==> config.mk <==
export PLATFORM = sky130hd
export DESIGN_NAME = csv_field_splitter
export DESIGN_NICKNAME = d
export VERILOG_FILES = /design/src/hw/rtl/csvfs_pkg.sv /design/src/hw/rtl/csvfs_in_stage.sv /design/src/hw/rtl/csvfs_core.sv /design/src/hw/rtl/csvfs_out_stage.sv /design/src/hw/rtl/csv_field_splitter.sv
export SDC_FILE = /design/constraint.sdc
export NUM_CORES = 1
export LEC_CHECK = 0
export ABC_AREA = 1
export BUFFER_PORTS_ARGS = -buffer_cell sky130_fd_sc_hd__buf_4
export CORE_MARGIN = 4
export CORE_UTILIZATION = 30
export CTS_BUF_LIST = sky130_fd_sc_hd__clkbuf_4 sky130_fd_sc_hd__clkbuf_8 sky130_fd_sc_hd__clkbuf_16
export CTS_CLUSTER_SIZE = 30
export DETAILED_ROUTE_END_ITERATION = 10
export PLACE_DENSITY_LB_ADDON = 0.08
export REMOVE_ABC_BUFFERS = 1
export SYNTH_ARGS = -nofsm -noshare
export SYNTH_HDL_FRONTEND = slang
export SYNTH_HIERARCHICAL = 1
export SYNTH_SLANG_ARGS = --single-unit
==> constraint.sdc <==
create_clock -name clock -period 7.85 [get_ports clock]
set_input_delay 1.1775 -clock clock [delete_from_list [all_inputs] [get_ports clock]]
set_output_delay 1.1775 -clock clock [all_outputs]
set_load 0.005 [all_outputs]
==> src/hw/rtl/csvfs_pkg.sv <==
package csvfs_pkg;

   // Field slot and buffer limits
   localparam logic [2:0]  FIELD_SLOTS    = 3'd5;
   localparam logic [10:0] FIELD_CAPACITY = 11'd1024;

   // Register reset values
   localparam logic [2:0]  MAX_FIELDS_RESET    = 3'd4;
   localparam logic [10:0] MAX_FIELD_LEN_RESET = 11'd256;

   // Characters of interest
   localparam logic [7:0] CHAR_NUL   = 8'd0;
   localparam logic [7:0] CHAR_LF    = 8'd10;
   localparam logic [7:0] CHAR_CR    = 8'd13;
   localparam logic [7:0] CHAR_QUOTE = 8'd34;
   localparam logic [7:0] CHAR_COMMA = 8'd44;

   typedef enum logic [0:0] {
      CSR_MAX_FIELDS    = 1'b0,
      CSR_MAX_FIELD_LEN = 1'b1
   } csr_index_type;

   typedef enum logic [1:0] {
      KIND_STORE     = 2'd0,
      KIND_FIELD_END = 2'd1,
      KIND_SKIP_END  = 2'd2
   } kind_type;

   typedef struct packed {
      logic [2:0]  max_fields;
      logic [10:0] max_field_len;
   } cfg_type;

   typedef struct packed {
      kind_type    kind;
      logic [2:0]  field_slot;
      logic [9:0]  position;
      logic [7:0]  char_value;
      logic        line_done;
      logic [2:0]  field_count;
   } rsp_type;

endpackage

==> src/hw/rtl/csvfs_in_stage.sv <==
module csvfs_in_stage (
   input  logic       clock,
   input  logic       reset,
   input  logic       req_valid,
   output logic       req_stall,
   input  logic [7:0] req_line_byte,
   input  logic       advance,
   output logic       item_valid,
   output logic [7:0] item_byte
);

   logic       valid_ff;
   logic       valid_in;
   logic [7:0] byte_ff;
   logic       take;

   // Stall only while a held byte cannot move on this cycle
   assign req_stall = valid_ff && !advance;
   assign take      = req_valid && !req_stall;

   always_comb begin
      if (take) begin
         valid_in = 1'b1;
      end else if (advance) begin
         valid_in = 1'b0;
      end else begin
         valid_in = valid_ff;
      end
   end

   always_ff @(posedge clock) begin
      if (reset) begin
         valid_ff <= 1'b0;
      end else begin
         valid_ff <= valid_in;
      end
   end

   always_ff @(posedge clock) begin
      if (take) begin
         byte_ff <= req_line_byte;
      end
   end

   assign item_valid = valid_ff;
   assign item_byte  = byte_ff;

endmodule

==> src/hw/rtl/csvfs_core.sv <==
module csvfs_core (
   input  logic               clock,
   input  logic               reset,
   input  csvfs_pkg::cfg_type cfg,
   input  logic               item_valid,
   input  logic [7:0]         item_byte,
   input  logic               advance,
   output logic               has_result,
   output csvfs_pkg::rsp_type result
);
   import csvfs_pkg::*;

   logic        quoted_ff,        quoted_in;
   logic [2:0]  current_field_ff, current_field_in;
   logic [9:0]  stored_count_ff,  stored_count_in;
   logic        skipping_ff,      skipping_in;

   logic [2:0]  limit;
   logic [10:0] size;
   logic [9:0]  room;
   logic        ends_line;
   logic        skip_now;

   always_comb begin
      limit     = (cfg.max_fields > FIELD_SLOTS) ? FIELD_SLOTS : cfg.max_fields;
      size      = (cfg.max_field_len > FIELD_CAPACITY) ? FIELD_CAPACITY : cfg.max_field_len;
      room      = (size == 11'd0) ? 10'd0 : 10'(size - 11'd1);
      ends_line = (item_byte == CHAR_NUL) || (item_byte == CHAR_LF) || (item_byte == CHAR_CR);
      skip_now  = skipping_ff || (current_field_ff >= limit);

      has_result         = 1'b0;
      result.kind        = KIND_STORE;
      result.field_slot  = current_field_ff;
      result.position    = stored_count_ff;
      result.char_value  = item_byte;
      result.line_done   = 1'b0;
      result.field_count = 3'd0;

      quoted_in        = quoted_ff;
      current_field_in = current_field_ff;
      stored_count_in  = stored_count_ff;
      skipping_in      = skipping_ff;

      if (skip_now) begin
         skipping_in = 1'b1;
         if (ends_line) begin
            has_result         = item_valid;
            result.kind        = KIND_SKIP_END;
            result.field_slot  = 3'd0;
            result.position    = 10'd0;
            result.char_value  = 8'd0;
            result.line_done   = 1'b1;
            result.field_count = current_field_ff;
            quoted_in          = 1'b0;
            current_field_in   = 3'd0;
            stored_count_in    = 10'd0;
            skipping_in        = 1'b0;
         end
      end else if (ends_line) begin
         has_result         = item_valid;
         result.kind        = KIND_FIELD_END;
         result.char_value  = 8'd0;
         result.line_done   = 1'b1;
         result.field_count = current_field_ff;
         quoted_in          = 1'b0;
         current_field_in   = 3'd0;
         stored_count_in    = 10'd0;
         skipping_in        = 1'b0;
      end else if ((item_byte == CHAR_COMMA) && !quoted_ff) begin
         has_result        = item_valid;
         result.kind       = KIND_FIELD_END;
         result.char_value = 8'd0;
         current_field_in  = 3'(current_field_ff + 3'd1);
         stored_count_in   = 10'd0;
         quoted_in         = 1'b0;
      end else if (item_byte == CHAR_QUOTE) begin
         quoted_in = !quoted_ff;
      end else if (stored_count_ff < room) begin
         has_result      = item_valid;
         stored_count_in = 10'(stored_count_ff + 10'd1);
      end
   end

   always_ff @(posedge clock) begin
      if (reset) begin
         quoted_ff        <= 1'b0;
         current_field_ff <= 3'd0;
         stored_count_ff  <= 10'd0;
         skipping_ff      <= 1'b0;
      end else if (advance) begin
         quoted_ff        <= quoted_in;
         current_field_ff <= current_field_in;
         stored_count_ff  <= stored_count_in;
         skipping_ff      <= skipping_in;
      end
   end

endmodule

==> src/hw/rtl/csvfs_out_stage.sv <==
module csvfs_out_stage (
   input  logic               clock,
   input  logic               reset,
   input  logic               load,
   input  csvfs_pkg::rsp_type load_data,
   output logic               out_free,
   output logic               rsp_valid,
   input  logic               rsp_stall,
   output logic [1:0]         rsp_kind,
   output logic [2:0]         rsp_field_slot,
   output logic [9:0]         rsp_position,
   output logic [7:0]         rsp_char_value,
   output logic               rsp_line_done,
   output logic [2:0]         rsp_field_count
);
   import csvfs_pkg::*;

   logic    valid_ff;
   logic    valid_in;
   rsp_type data_ff;

   assign out_free = !valid_ff || !rsp_stall;

   always_comb begin
      if (load) begin
         valid_in = 1'b1;
      end else if (!rsp_stall) begin
         valid_in = 1'b0;
      end else begin
         valid_in = valid_ff;
      end
   end

   always_ff @(posedge clock) begin
      if (reset) begin
         valid_ff <= 1'b0;
      end else begin
         valid_ff <= valid_in;
      end
   end

   always_ff @(posedge clock) begin
      if (load) begin
         data_ff <= load_data;
      end
   end

   assign rsp_valid       = valid_ff;
   assign rsp_kind        = data_ff.kind;
   assign rsp_field_slot  = data_ff.field_slot;
   assign rsp_position    = data_ff.position;
   assign rsp_char_value  = data_ff.char_value;
   assign rsp_line_done   = data_ff.line_done;
   assign rsp_field_count = data_ff.field_count;

endmodule

==> src/hw/rtl/csv_field_splitter.sv <==
// CSV field splitter: takes one byte of a text line per request and returns
// at most one result per byte: a character stored into a field buffer, a
// field terminator (on a comma outside quotes, or at line end), or a line-end
// marker when the rest of the line was skipped after max_fields fields.
// Double quotes toggle quoted mode and are dropped; NUL, LF and CR always end
// the line and return the block to the start of a new line. The block takes
// a new byte every cycle unless rsp_stall holds a result in the result
// register; a byte's result is offered on the rsp port after passing the
// input register, then the result register, and the whole per-byte step is
// one pass of the tokenizer logic between those two registers, which also
// updates the line state. Bytes that give no result (quotes, dropped
// characters, skipped bytes) still pass through the input register.
// The user must write max_fields and max_field_len through the csr port only
// while no request is in flight; not enforced. They reset to 4 and 256.
module csv_field_splitter (
   input  logic        clock,
   input  logic        reset,

   input  logic        req_valid,
   output logic        req_stall,
   input  logic [7:0]  req_line_byte,

   output logic        rsp_valid,
   input  logic        rsp_stall,
   output logic [1:0]  rsp_kind,
   output logic [2:0]  rsp_field_slot,
   output logic [9:0]  rsp_position,
   output logic [7:0]  rsp_char_value,
   output logic        rsp_line_done,
   output logic [2:0]  rsp_field_count,

   input  logic        csr_wr_en,
   input  logic [0:0]  csr_index,
   input  logic [10:0] csr_wdata
);
   import csvfs_pkg::*;

   cfg_type    cfg_ff;
   cfg_type    cfg_in;

   logic       item_valid;
   logic [7:0] item_byte;
   logic       advance;
   logic       has_result;
   rsp_type    result;
   logic       out_free;

   // Configuration registers
   always_comb begin
      cfg_in = cfg_ff;
      if (csr_wr_en) begin
         case (csr_index_type'(csr_index))
            CSR_MAX_FIELDS: begin
               cfg_in.max_fields = csr_wdata[2:0];
            end
            CSR_MAX_FIELD_LEN: begin
               cfg_in.max_field_len = csr_wdata;
            end
            default: begin
               cfg_in = cfg_ff;
            end
         endcase
      end
   end

   always_ff @(posedge clock) begin
      if (reset) begin
         cfg_ff.max_fields    <= MAX_FIELDS_RESET;
         cfg_ff.max_field_len <= MAX_FIELD_LEN_RESET;
      end else begin
         cfg_ff <= cfg_in;
      end
   end

   // A held byte moves on when it gives no result or the result register
   // has room (empty, or being emptied this cycle).
   assign advance = item_valid && (!has_result || out_free);

   csvfs_in_stage u_in_stage (
      .clock         (clock),
      .reset         (reset),
      .req_valid     (req_valid),
      .req_stall     (req_stall),
      .req_line_byte (req_line_byte),
      .advance       (advance),
      .item_valid    (item_valid),
      .item_byte     (item_byte)
   );

   csvfs_core u_core (
      .clock      (clock),
      .reset      (reset),
      .cfg        (cfg_ff),
      .item_valid (item_valid),
      .item_byte  (item_byte),
      .advance    (advance),
      .has_result (has_result),
      .result     (result)
   );

   csvfs_out_stage u_out_stage (
      .clock           (clock),
      .reset           (reset),
      .load            (advance && has_result),
      .load_data       (result),
      .out_free        (out_free),
      .rsp_valid       (rsp_valid),
      .rsp_stall       (rsp_stall),
      .rsp_kind        (rsp_kind),
      .rsp_field_slot  (rsp_field_slot),
      .rsp_position    (rsp_position),
      .rsp_char_value  (rsp_char_value),
      .rsp_line_done   (rsp_line_done),
      .rsp_field_count (rsp_field_count)
   );

   // Stored characters never close a line
   a_store_not_done: assert property (@(posedge clock) disable iff (reset)
      (rsp_valid && (rsp_kind == KIND_STORE)) |-> !rsp_line_done)
      else $error("store request marked as line end");

   // Skip-end marker carries no slot or position and always ends the line
   a_skip_end_shape: assert property (@(posedge clock) disable iff (reset)
      (rsp_valid && (rsp_kind == KIND_SKIP_END)) |->
      (rsp_line_done && (rsp_field_slot == 3'd0) && (rsp_position == 10'd0)))
      else $error("malformed skip-end request");

   // Any slot written lies within the field buffers
   a_slot_range: assert property (@(posedge clock) disable iff (reset)
      (rsp_valid && (rsp_kind != KIND_SKIP_END)) |-> (rsp_field_slot < FIELD_SLOTS))
      else $error("field slot out of range");

   // Input side stalls only while a byte is held and cannot move on
   a_stall_cause: assert property (@(posedge clock) disable iff (reset)
      req_stall |-> (item_valid && has_result && !out_free))
      else $error("input stalled without cause");

endmodule
==> flow_results.org, run 1 <==
** Run status
- Result of the run :: complete, no violations

** CTS
- Clock tree synthesis inserted a total of 9 buffers.
- Clock-pin slew was measured on the worst setup and hold paths at 0.05 ns.
- TritonCTS built the clock tree.
- Buffer cell driving the clock tree root :: clkbuf_16
- Count of instances resized after the clock tree is built :: 0
- Counting along the longest clock path gives a buffer depth of 2.
- H-tree Lvls :: 3
- For the worst-skew pair, the clock arrives at the later sink with an insertion delay of between 0.3 and 0.4 ns.
- Number of buffers inserted by post-CTS setup repair :: 0
- Count of hold buffers inserted by post-cts repair :: 0
- Count of clock tree sinks :: 66

** Placed design
- OpenSTA, run right after detailed placement, puts the worst setup slack at 2.962 ns.
- Detailed placement finished with a half-perimeter wire length of 5511 µm.
- Placer's final routability congestion estimate :: 0.7858
- Counting tap cells, the placed design contains a total of 587 instances.
- # port buffers :: 53

** Worst setup path
- Counting buffers and inverters, the worst setup path is 21 cells deep.
- Critical-path maximum fanout :: 14
- STA puts the critical path data required time at about 6.7 ns.
- On the worst path, the slowest cell contributes a delay of 0.44 ns.
- Worst reg2reg setup slack :: roughly 3.3 ns
- Data arrival time of the critical path :: between 4 and 5 ns
- Most frequent CP cell :: nand2_1
- The cell family contributing the most delay on the critical path is compound AO/OA/AOI/OAI gates.
- Among all stages on the critical path, the largest delay is contributed by o21bai_2.
- Buf/Inv on CP :: 3
- Counting cells, the worst reg-to-reg path comes to 19.
- The worst setup path is launched from a flip-flop.
- Worst setup path endpoint :: req_stall
- End of the worst register-to-register path :: u_out_stage/rsp_position[6]
- Walking the worst path, the cells encountered are nor2_1 > nand2_1 > o21bai_2 > nand2_1 > ha_1 > nand2_1 > nor2_1 > nand2_4 > a21boi_0 > o21ai_1 > ha_1 > a21oi_1 > o221ai_1 > nor2_1 > nand2_1 > a21oi_1 > a21boi_0 > inv_1 > nand2_2 > inv_2 > buf_4.
- In this run the critical register-to-register path is launched from cfg_ff[7].
- Critical path startpoint :: cfg_ff[7]
- The worst setup path is captured at a primary output.
- Category of the most critical setup path :: reg -> out

** Yosys
- Yosys attributes the largest share of cell area to edfxtp_1 (31%), dfxtp_1 (18%), nor2_1 (9.0%).
- Synthesis instantiated 39 different standard cells from the library.
- After technology mapping, the gate count stands at 403.
- Yosys top cell area share :: 0.3095
- Summed over all instances, the cell type with the most area after synthesis is edfxtp_1.
- Yosys reg bits :: 66
- Counting flops with an async set or reset pin after synthesis yields a share of 0.
- The synthesized design contains 35 enable-type register cells.
- Yosys synthesis warning count :: 6
- Avg Cell Area, Syn :: 8.426 µm²
- In the synthesized netlist the dominant register cell turns out to be edfxtp_1.
- Of the synthesized area, sequential elements account for 0.4923.
- The synthesized netlist occupies a cell area of 0.003396 mm².

** Global route
- Global-route congestion overflow total :: 0
- Across every metal layer, demand over resource in global routing totals 0.1203.
- The first global-routing pass estimated between 10,000 and 15,000 µm of wire.
- The via count of the first global-routing pass came to 2,613.
- The initial antenna violation count is 0.
- Largest net degree at the start of global routing :: 29

** Timing
- The total count of max-transition violations in the final report was 0.
- Headroom to the max-slew limit came out at 0.2822.
- For the final database, setup skew stands at 0.005340 ns.
- Summed negative setup slack over all endpoints :: 0 ns
- Setup repair after global routing missed its margin :: false
- Highest attainable clock frequency :: about 0.19 GHz
- Worst slew pin tran :: 1.075 ns
- The worst path in the final design needs a cycle of 5.212 ns, including I/O delays and setup.
- Setup violations remaining at the end of the flow were counted as 0.
- Final hold violation count :: 0
- After layout, the worst setup slack is 2.638 ns.
- Portion of the clock cycle consumed by the worst path in the final layout :: 0.6640

** Pwr
- Total internal power :: 0.0006492 W
- The analysis attributes to net switching a power of 0.0002339 W.
- Of the total power, the clock network draws 0.403.
- Register share of total power :: 0.450
- Maximum vdd ir drop :: 0.07090 mV
- Final Power :: a little under 0.0009 W
- Switch share :: 0.2649
- Part of the total power dissipated in combinational logic :: 0.147
- For this design the ratio of total power to cell area is 211.5 mW/mm².
- The analysis attributes to cell leakage a power of around 1.8 nW.

** Routing
- For this block, the routed nets add up to 7268 µm of wire.
- After detailed routing, the number of vias per cell comes to between 4 and 5.
- For this block, the initial DRC count from the detailed router was 97.
- First-pass detailed-route iteration total :: 4
- After detailed routing, the number of remaining DRC violations is 0.
- The detail route stage leaves a number of antenna-violating nets equal to 0.
- The final route contains around 2,700 vias.
- Mean routed wirelength per cell :: 12.05 µm

** Layout
- Fill cells in the final layout number 1,151.
- Count of placed standard cells in the final layout, fillers left out :: between 600 and 700
- Fraction of the core area covered by cells at the end of the flow :: 0.3818
- At the end of the flow, the number of nets in the layout was between 400 and 500.
- Count of antenna diodes in the layout :: 0
- Layout-stage area growth over the synthesis result :: 22.95%
- Layout cell share with drive strength beyond 1 :: 0.1879

** Floorplanning
- Top-level port count :: 54
- Starting density of the core :: 0.3105
- Die Width :: 114.4 µm
- Total core area :: approximately 0.011 mm²
- Die area :: 0.01309 mm²
- The initialized floorplan defines 38 standard-cell rows.
- In this run the vertical extent of the chip is around 110 µm.

** Run
- The tool flagged a number of max-cap violations equal to 0.

** Min path
- Tightest Hold Check Type :: reg -> reg
[cells by family (layout without fill, tap and decap cells)]
group	count (synthesis)	after routing	share of synthesized area
DFF	66	66	0.4923
and+or+nand+nor	199	199	0.2594
adders and majority gates	16	16	0.05895
xor gates and xnor gates	2	2	0.005159
AOI/OAI and AO/OA	56	56	0.1039
buffers and inverters	64	124	0.08033
[worst register-to-register path, stage by stage, from the launching register on]
cell	delay, ns
dfxtp_1	0.33
nor2_1	0.13
nand2_1	0.08
o21bai_2	0.44
nand2_1	0.21
ha_1	0.23
nand2_1	0.06
nor2_1	0.06
nand2_4	0.13
a21boi_0	0.19
o21ai_1	0.10
ha_1	0.32
nand4_1	0.11
o221ai_1	0.22
nor2_1	0.15
nand2_1	0.10
a21oi_1	0.08
a21boi_0	0.39
nand2_1	0.09
inv_1	0.79
[power groups by stage]
stage / Clock, W / Combinational (W) / Sequential [W]
2_1_floorplan: 0 / 0.0000906 / 0.000401
3_3_place_gp: 0 / 0.000130 / 0.000405
3_5_place_dp: 0 / 0.000130 / 0.000405
4_1_cts: 0.000370 / 0.000131 / 0.000398
5_1_grt: 0.000382 / 0.000151 / 0.000400
6_report: 0.000356 / 0.000129 / 0.000397
[state kept, by name, indices dropped and copies added, names as in the netlist]
name	flops
u_core/current_field_ff	3
u_out_stage/rsp_field_count	3
u_out_stage/rsp_kind	2
u_out_stage/rsp_valid	1
u_out_stage/rsp_field_slot	3
u_out_stage/rsp_line_done	1
u_out_stage/rsp_char_value	8
u_in_stage/item_byte	8
u_core/stored_count_ff	10
u_out_stage/rsp_position	10
u_in_stage/item_valid	1
u_core/skipping_ff	1
cfg_ff	14
u_core/quoted_ff	1
[layout by cell type, fill, tap and decap left out, types with 2 or more instances in the layout]
cell / Yosys / layout
ha_1: 16 / 16
edfxtp_1: 35 / 35
dfxtp_1: 31 / 31
clkinv_2: 0 / 2
clkinv_1: 2 / 4
clkbuf_16: 0 / 9
nor2_1: 81 / 81
nand2_4: 3 / 3
nor3_1: 7 / 7
nand4_1: 12 / 12
nand3_1: 26 / 26
inv_2: 2 / 2
nand2_1: 61 / 61
o21ai_1: 11 / 11
a21boi_0: 4 / 4
inv_1: 49 / 49
a21oi_1: 19 / 19
buf_4: 1 / 54
nand3b_1: 2 / 2
o21ai_0: 11 / 11
nand2_2: 4 / 4
[worst min path at each step]
| stage | startpoint | end | slack [ns] | depth (start not counted) |
|---|---|---|---|---|
| 2_1_floorplan | u_in_stage/item_byte[4] | u_out_stage/rsp_char_value[4] | 0.43 | 0 |
| 3_3_place_gp | u_in_stage/item_byte[7] | u_out_stage/rsp_char_value[7] | 0.43 | 0 |
| 3_5_place_dp | u_in_stage/item_byte[4] | u_out_stage/rsp_char_value[4] | 0.45 | 0 |
| 4_1_cts | u_in_stage/item_byte[4] | u_out_stage/rsp_char_value[4] | 0.46 | 0 |
| 5_1_grt | u_in_stage/item_byte[4] | u_out_stage/rsp_char_value[4] | 0.48 | 0 |
| 6_report | u_in_stage/item_byte[7] | u_out_stage/rsp_char_value[7] | 0.45 | 0 |
[Yosys cell counts, types with 4 or more instances]
cell type,instances
a21boi_0,4
a21oi_1,19
dfxtp_1,31
edfxtp_1,35
ha_1,16
inv_1,49
nand2_1,61
nand2_2,4
nand3_1,26
nand4_1,12
nor2_1,81
nor3_1,7
o21ai_0,11
o21ai_1,11
[routing by layer]
layer / up-vias / wire length, µm / GRT usage
met2: 63 / 3147 / 0.1797
met1: 1163 / 3638 / 0.1676
li1: 1441 / - / -
met3: 6 / 428 / 0.03330
met5: - / 0 / 0
met4: 0 / 53 / 0.04038
[through the flow]
step	hold WS, ns	area, µm²
global route	0.4767	4175
global placement	0.4346	3909
floorplan	0.4264	3328
finish	0.4541	4175
detailed placement	0.4488	3909
CTS	0.4615	4175
[cell type report]
class,instances,area [µm²],share of cell area
sequential,66,1672,0.4004
multi-input combinational,273,1451,0.3476
timing repair buffer,54,405.4,0.09709
clock buffer,10,232.7,0.05574
inverter,54,205.2,0.04915
tap,140,175.2,0.04195
clock inverter,6,33.78,0.008091
(Power assumes the default switching activity.)
==> run 2: changes to the inputs <==
--- a/config.mk
+++ b/config.mk
@@ -5,7 +5,7 @@
 export SDC_FILE = /design/constraint.sdc
 export NUM_CORES = 1
 export LEC_CHECK = 0
-export ABC_AREA = 1
+export ABC_AREA = 0
 export BUFFER_PORTS_ARGS = -buffer_cell sky130_fd_sc_hd__buf_4
 export CORE_MARGIN = 4
 export CORE_UTILIZATION = 30
==> constraint.sdc (replaced) <==
create_clock -name clock -period 4.18 [get_ports clock]
set_input_delay 0.627 -clock clock [delete_from_list [all_inputs] [get_ports clock]]
set_output_delay 0.627 -clock clock [all_outputs]
set_load 0.005 [all_outputs]
==> flow_results.org, run 2 <==
** Run status
- The run finished with clean final reports.

** CTS
- Count of clock tree sinks :: 66
- Count of hold buffers inserted by post-cts repair :: 0
- The clock reaches the later pin of the worst-skew pair after 0.34 ns.
- Buffer cell driving the clock tree root :: clkbuf_16
- H-tree Lvls :: 3
- Clock tree synthesis inserted a total of 9 buffers.
- Number of buffers between clock root and the deepest sink :: 2
- Clock-pin slew was measured on the worst setup and hold paths at 0.05 ns.
- TritonCTS built the clock tree.

** Global route
- The first global-routing pass estimated 14,270 µm of wire.
- Global Route met3 Usage :: 0.05005
- Initial antenna violation count :: 0
- The via count of the first global-routing pass was 2,779.
- Global-route congestion overflow total :: 0
- Largest net degree at the start of global routing :: 42
- For met2 alone, demand over resource in global routing was 0.1998.
- Total GRT Usage :: 0.1301
- For this run, global-route usage on met1 was measured as 0.1705.
- Busiest metal layer after global routing :: met2

** Pwr
- Maximum vdd ir drop :: 0.2821 mV
- In this run the static leakage power is 1.926 nW.
- Ratio of total power to cell area :: 351.3 mW/mm²

** Floorplanning
- The floorplan step defined a die boundary enclosing 0.01379 mm².
- The floorplan step set the die width to 117.4 µm.
- For this configuration, the core starts out at a cell density of 0.3106.
- The floorplan step set the die height to ~120 µm.
- Total core area :: 0.01156 mm²
- Top-level port count :: 54
- Std-Cell Rows :: 39

** Min path
- Along the worst hold path, the cell count comes to 1.
- The worst hold path terminates at u_in_stage/item_byte[3].
- Hold Startpoint :: req_line_byte[3]
- Tightest Hold Check Type :: in -> reg

** Layout
- Leaving out fill and tap cells, the most frequent cells in the layout are buf_4 (81), edfxtp_1 (35), dfxtp_1 (29).
- After routing the design area is 0.004746 mm².
- Net total in the final layout :: 473
- Count of antenna diodes in the layout :: 0
- The register with the most flip-flops in the layout has 14 of them.
- Most common cell after layout, fill and taps aside :: buf_4
- Layout cell share with drive strength beyond 1 :: 0.3249
- Layout-stage area growth over the synthesis result :: 32.11%
- Top reg by flops :: cfg_ff
- Once layout is complete, the utilization of the core stands at 0.4104.

** Timing
- Max-slew violation count :: 0
- Based on the critical path, the design can be clocked at up to 0.2402 GHz.
- The worst pin sits at a relative slew slack of 0.3131.
- The number of hold violations in the final report came to 0.
- Setup repair after global routing could not meet its margin everywhere.
- Portion of the clock cycle consumed by the worst path in the final layout :: 0.9960
- Fin crit period :: between 4 and 5 ns
- Setup violations remaining at the end of the flow were counted as 0.
- Worst slew pin tran :: approximately 1.0 ns
- Clock skew after layout :: between 0.006 and 0.007 ns

** Yosys
- Top cells by area in the synthesized netlist :: edfxtp_1 (29%), dfxtp_1 (17%), ha_1 (5.6%)
- In this run the mean area of a mapped cell was a little over 10 µm².
- Counting flops with an async set or reset pin after synthesis yields a share of 0.
- The share of synthesized area in the top cell type comes to 0.2926.
- In this run, synthesis produced a sequential element count of 66.
- Yosys printed 6 warnings.
- The synthesized netlist occupies a cell area of 0.003592 mm².
- Most instantiated library cell after synthesis :: edfxtp_1
- Ranked by instance count, the synthesized netlist is headed by edfxtp_1 (35), dfxtp_1 (31), nor2_1 (28).
- Number of flops mapped to enable cells by yosys :: 35
- Yosys cell types :: slightly below 60
- Synth Flop Type :: edfxtp_1
- Of all cell types, the one taking the most synthesized area is edfxtp_1.
- Synthesized netlist cell count :: about 350
- Of the synthesized area, sequential elements account for 0.4653.

** Routing
- Routed wire length :: 8611 µm
- In this run, the number of DRC markers left after iteration 0 of detailed routing was 69.
- For this run, design rule violations remaining after detail routing come to 0.
- Vias per std cell :: 4.872
- The routed layout has 2,826 vias.
- The detail route stage leaves a number of antenna-violating nets equal to 0.
- First-pass detailed-route iteration total :: 4
- Dividing the detail-routed wire length by the instance count gives 14.85 µm.

** Worst setup path
- Number of cell instances on the worst register-to-register path :: 17
- Sort of element at the end of the critical path :: primary output
- STA classifies the critical path startpoint as a flip-flop.
- At the worst endpoint, the arrival time is 3.54 ns.
- End of the worst register-to-register path :: u_core/stored_count_ff[6]
- In this run the worst path has a maximum fanout of 3.
- Required time of the critical path :: 3.55 ns
- Category of the most critical setup path :: reg -> out
- The startpoint identified for the worst register-to-register timing path is cfg_ff[0].
- Worst reg2reg setup slack :: 0.12 ns

** Placed design
- The wire-length estimate of the detail-placed layout is 6086 µm.
- Total cell area at the placement stage :: between 0.004 and 0.005 mm²
- In this run the tool buffered the top-level ports with 53 buffer cells.
- Placer's final routability congestion estimate :: 0.8137

** Run
- The tool flagged a number of max-cap violations equal to 0.
[run 2: changes by cell type after synthesis, sizes merged, moves of 6 or more]
cell    change
nand2      -48
nor2b      +16
o311ai      +7
mux2i       +6
nand2b     +14
inv        -38
and2       +14
nor2       -53
nand4      -10
a21bo       +8
[run 2: cell families (layout without fill, tap and decap cells)]
group,Yosys count,count (layout),share of synthesized area
buffers and inverters,30,116,0.04423
xor gates and xnor gates,6,6,0.01463
adders and majority gates,16,16,0.05573
and+or+nand+nor,145,145,0.2236
DFF,66,66,0.4653
muxes,7,7,0.01985
AOI/OAI and AO/OA,81,81,0.1766
[run 2: layout make-up]
class                           count  area (µm²)
Sequential cell                    66        1674
Multi-Input combinational cell    255        1878
Fill cell                        1141        6819
Timing Repair Buffer               86       668.1
Inverter                           14       55.05
Clock inverter                      4       25.02
Tap cell                          143       178.9
Clock buffer                       12       266.5
[run 2: worst max path at each step]
stage / start / to / depth (start not counted)
floorplan: cfg_ff[4] / u_core/stored_count_ff[4] / 14
global placement: cfg_ff[4] / u_core/stored_count_ff[4] / 16
detailed placement: cfg_ff[4] / u_core/stored_count_ff[5] / 16
CTS: cfg_ff[3] / req_stall / 15
global route: cfg_ff[0] / req_stall / 15
finish: cfg_ff[0] / req_stall / 15
[run 2: metal layers]
layer  vias up  share of wire
met3        10          0.043
li1       1456              -
met5         -              0
met2        55           0.46
met1      1305           0.48
met4         0          0.016
[run 2: what timing repair did]
action | 4_1_cts | 5_1_grt
pin swaps | 11 | 11
endpoints found under the hold margin | 0 | 0
cloned | 1 | 0
resized for setup | 16 | 24
endpoints found under the setup margin | 10 | 15
buffers inserted | 3 | 3
[run 2: metrics by stage]
stage | power, W | cells | hold slack (ns) | setup slack [ns] | TNS (ns)
finish | 0.001667 | 580 | 0.4700 | 0.01670 | 0
floorplan | 0.0008400 | 335 | 0.4517 | -0.5626 | -8.041
CTS | 0.001676 | 578 | 0.4600 | -0.07151 | -0.07151
global route | 0.001746 | 580 | 0.4563 | -0.2173 | -1.022
detailed placement | 0.0009363 | 558 | 0.4852 | -0.07934 | -0.1602
global placement | 0.0009351 | 558 | 0.4695 | -0.02508 | -0.07477
[run 2: critical path, cell delays in order, from the launching register on]
cell and delay, ns:
dfxtp_2 0.32, or4_4 0.53, o41ai_2 0.28, buf_4 0.16, o311a_1 0.17, o31ai_2 0.07
ha_1 0.29, nand4_1 0.09, or4_1 0.47, a31oi_1 0.14, or2_1 0.15, a211oi_2 0.08
a21boi_2 0.16, buf_4 0.15, nor2b_4 0.04, buf_6 0.11
[run 2: power breakdown]
group	leakage (nW)	switching (W)	total [W]	internal (W)
registers	0.591	0.0000166	0.000722	0.000705
clock network	0.141	0.000276	0.000723	0.000447
logic	1.19	0.000113	0.000222	0.000109
total	1.93	0.000405	0.00167	0.00126
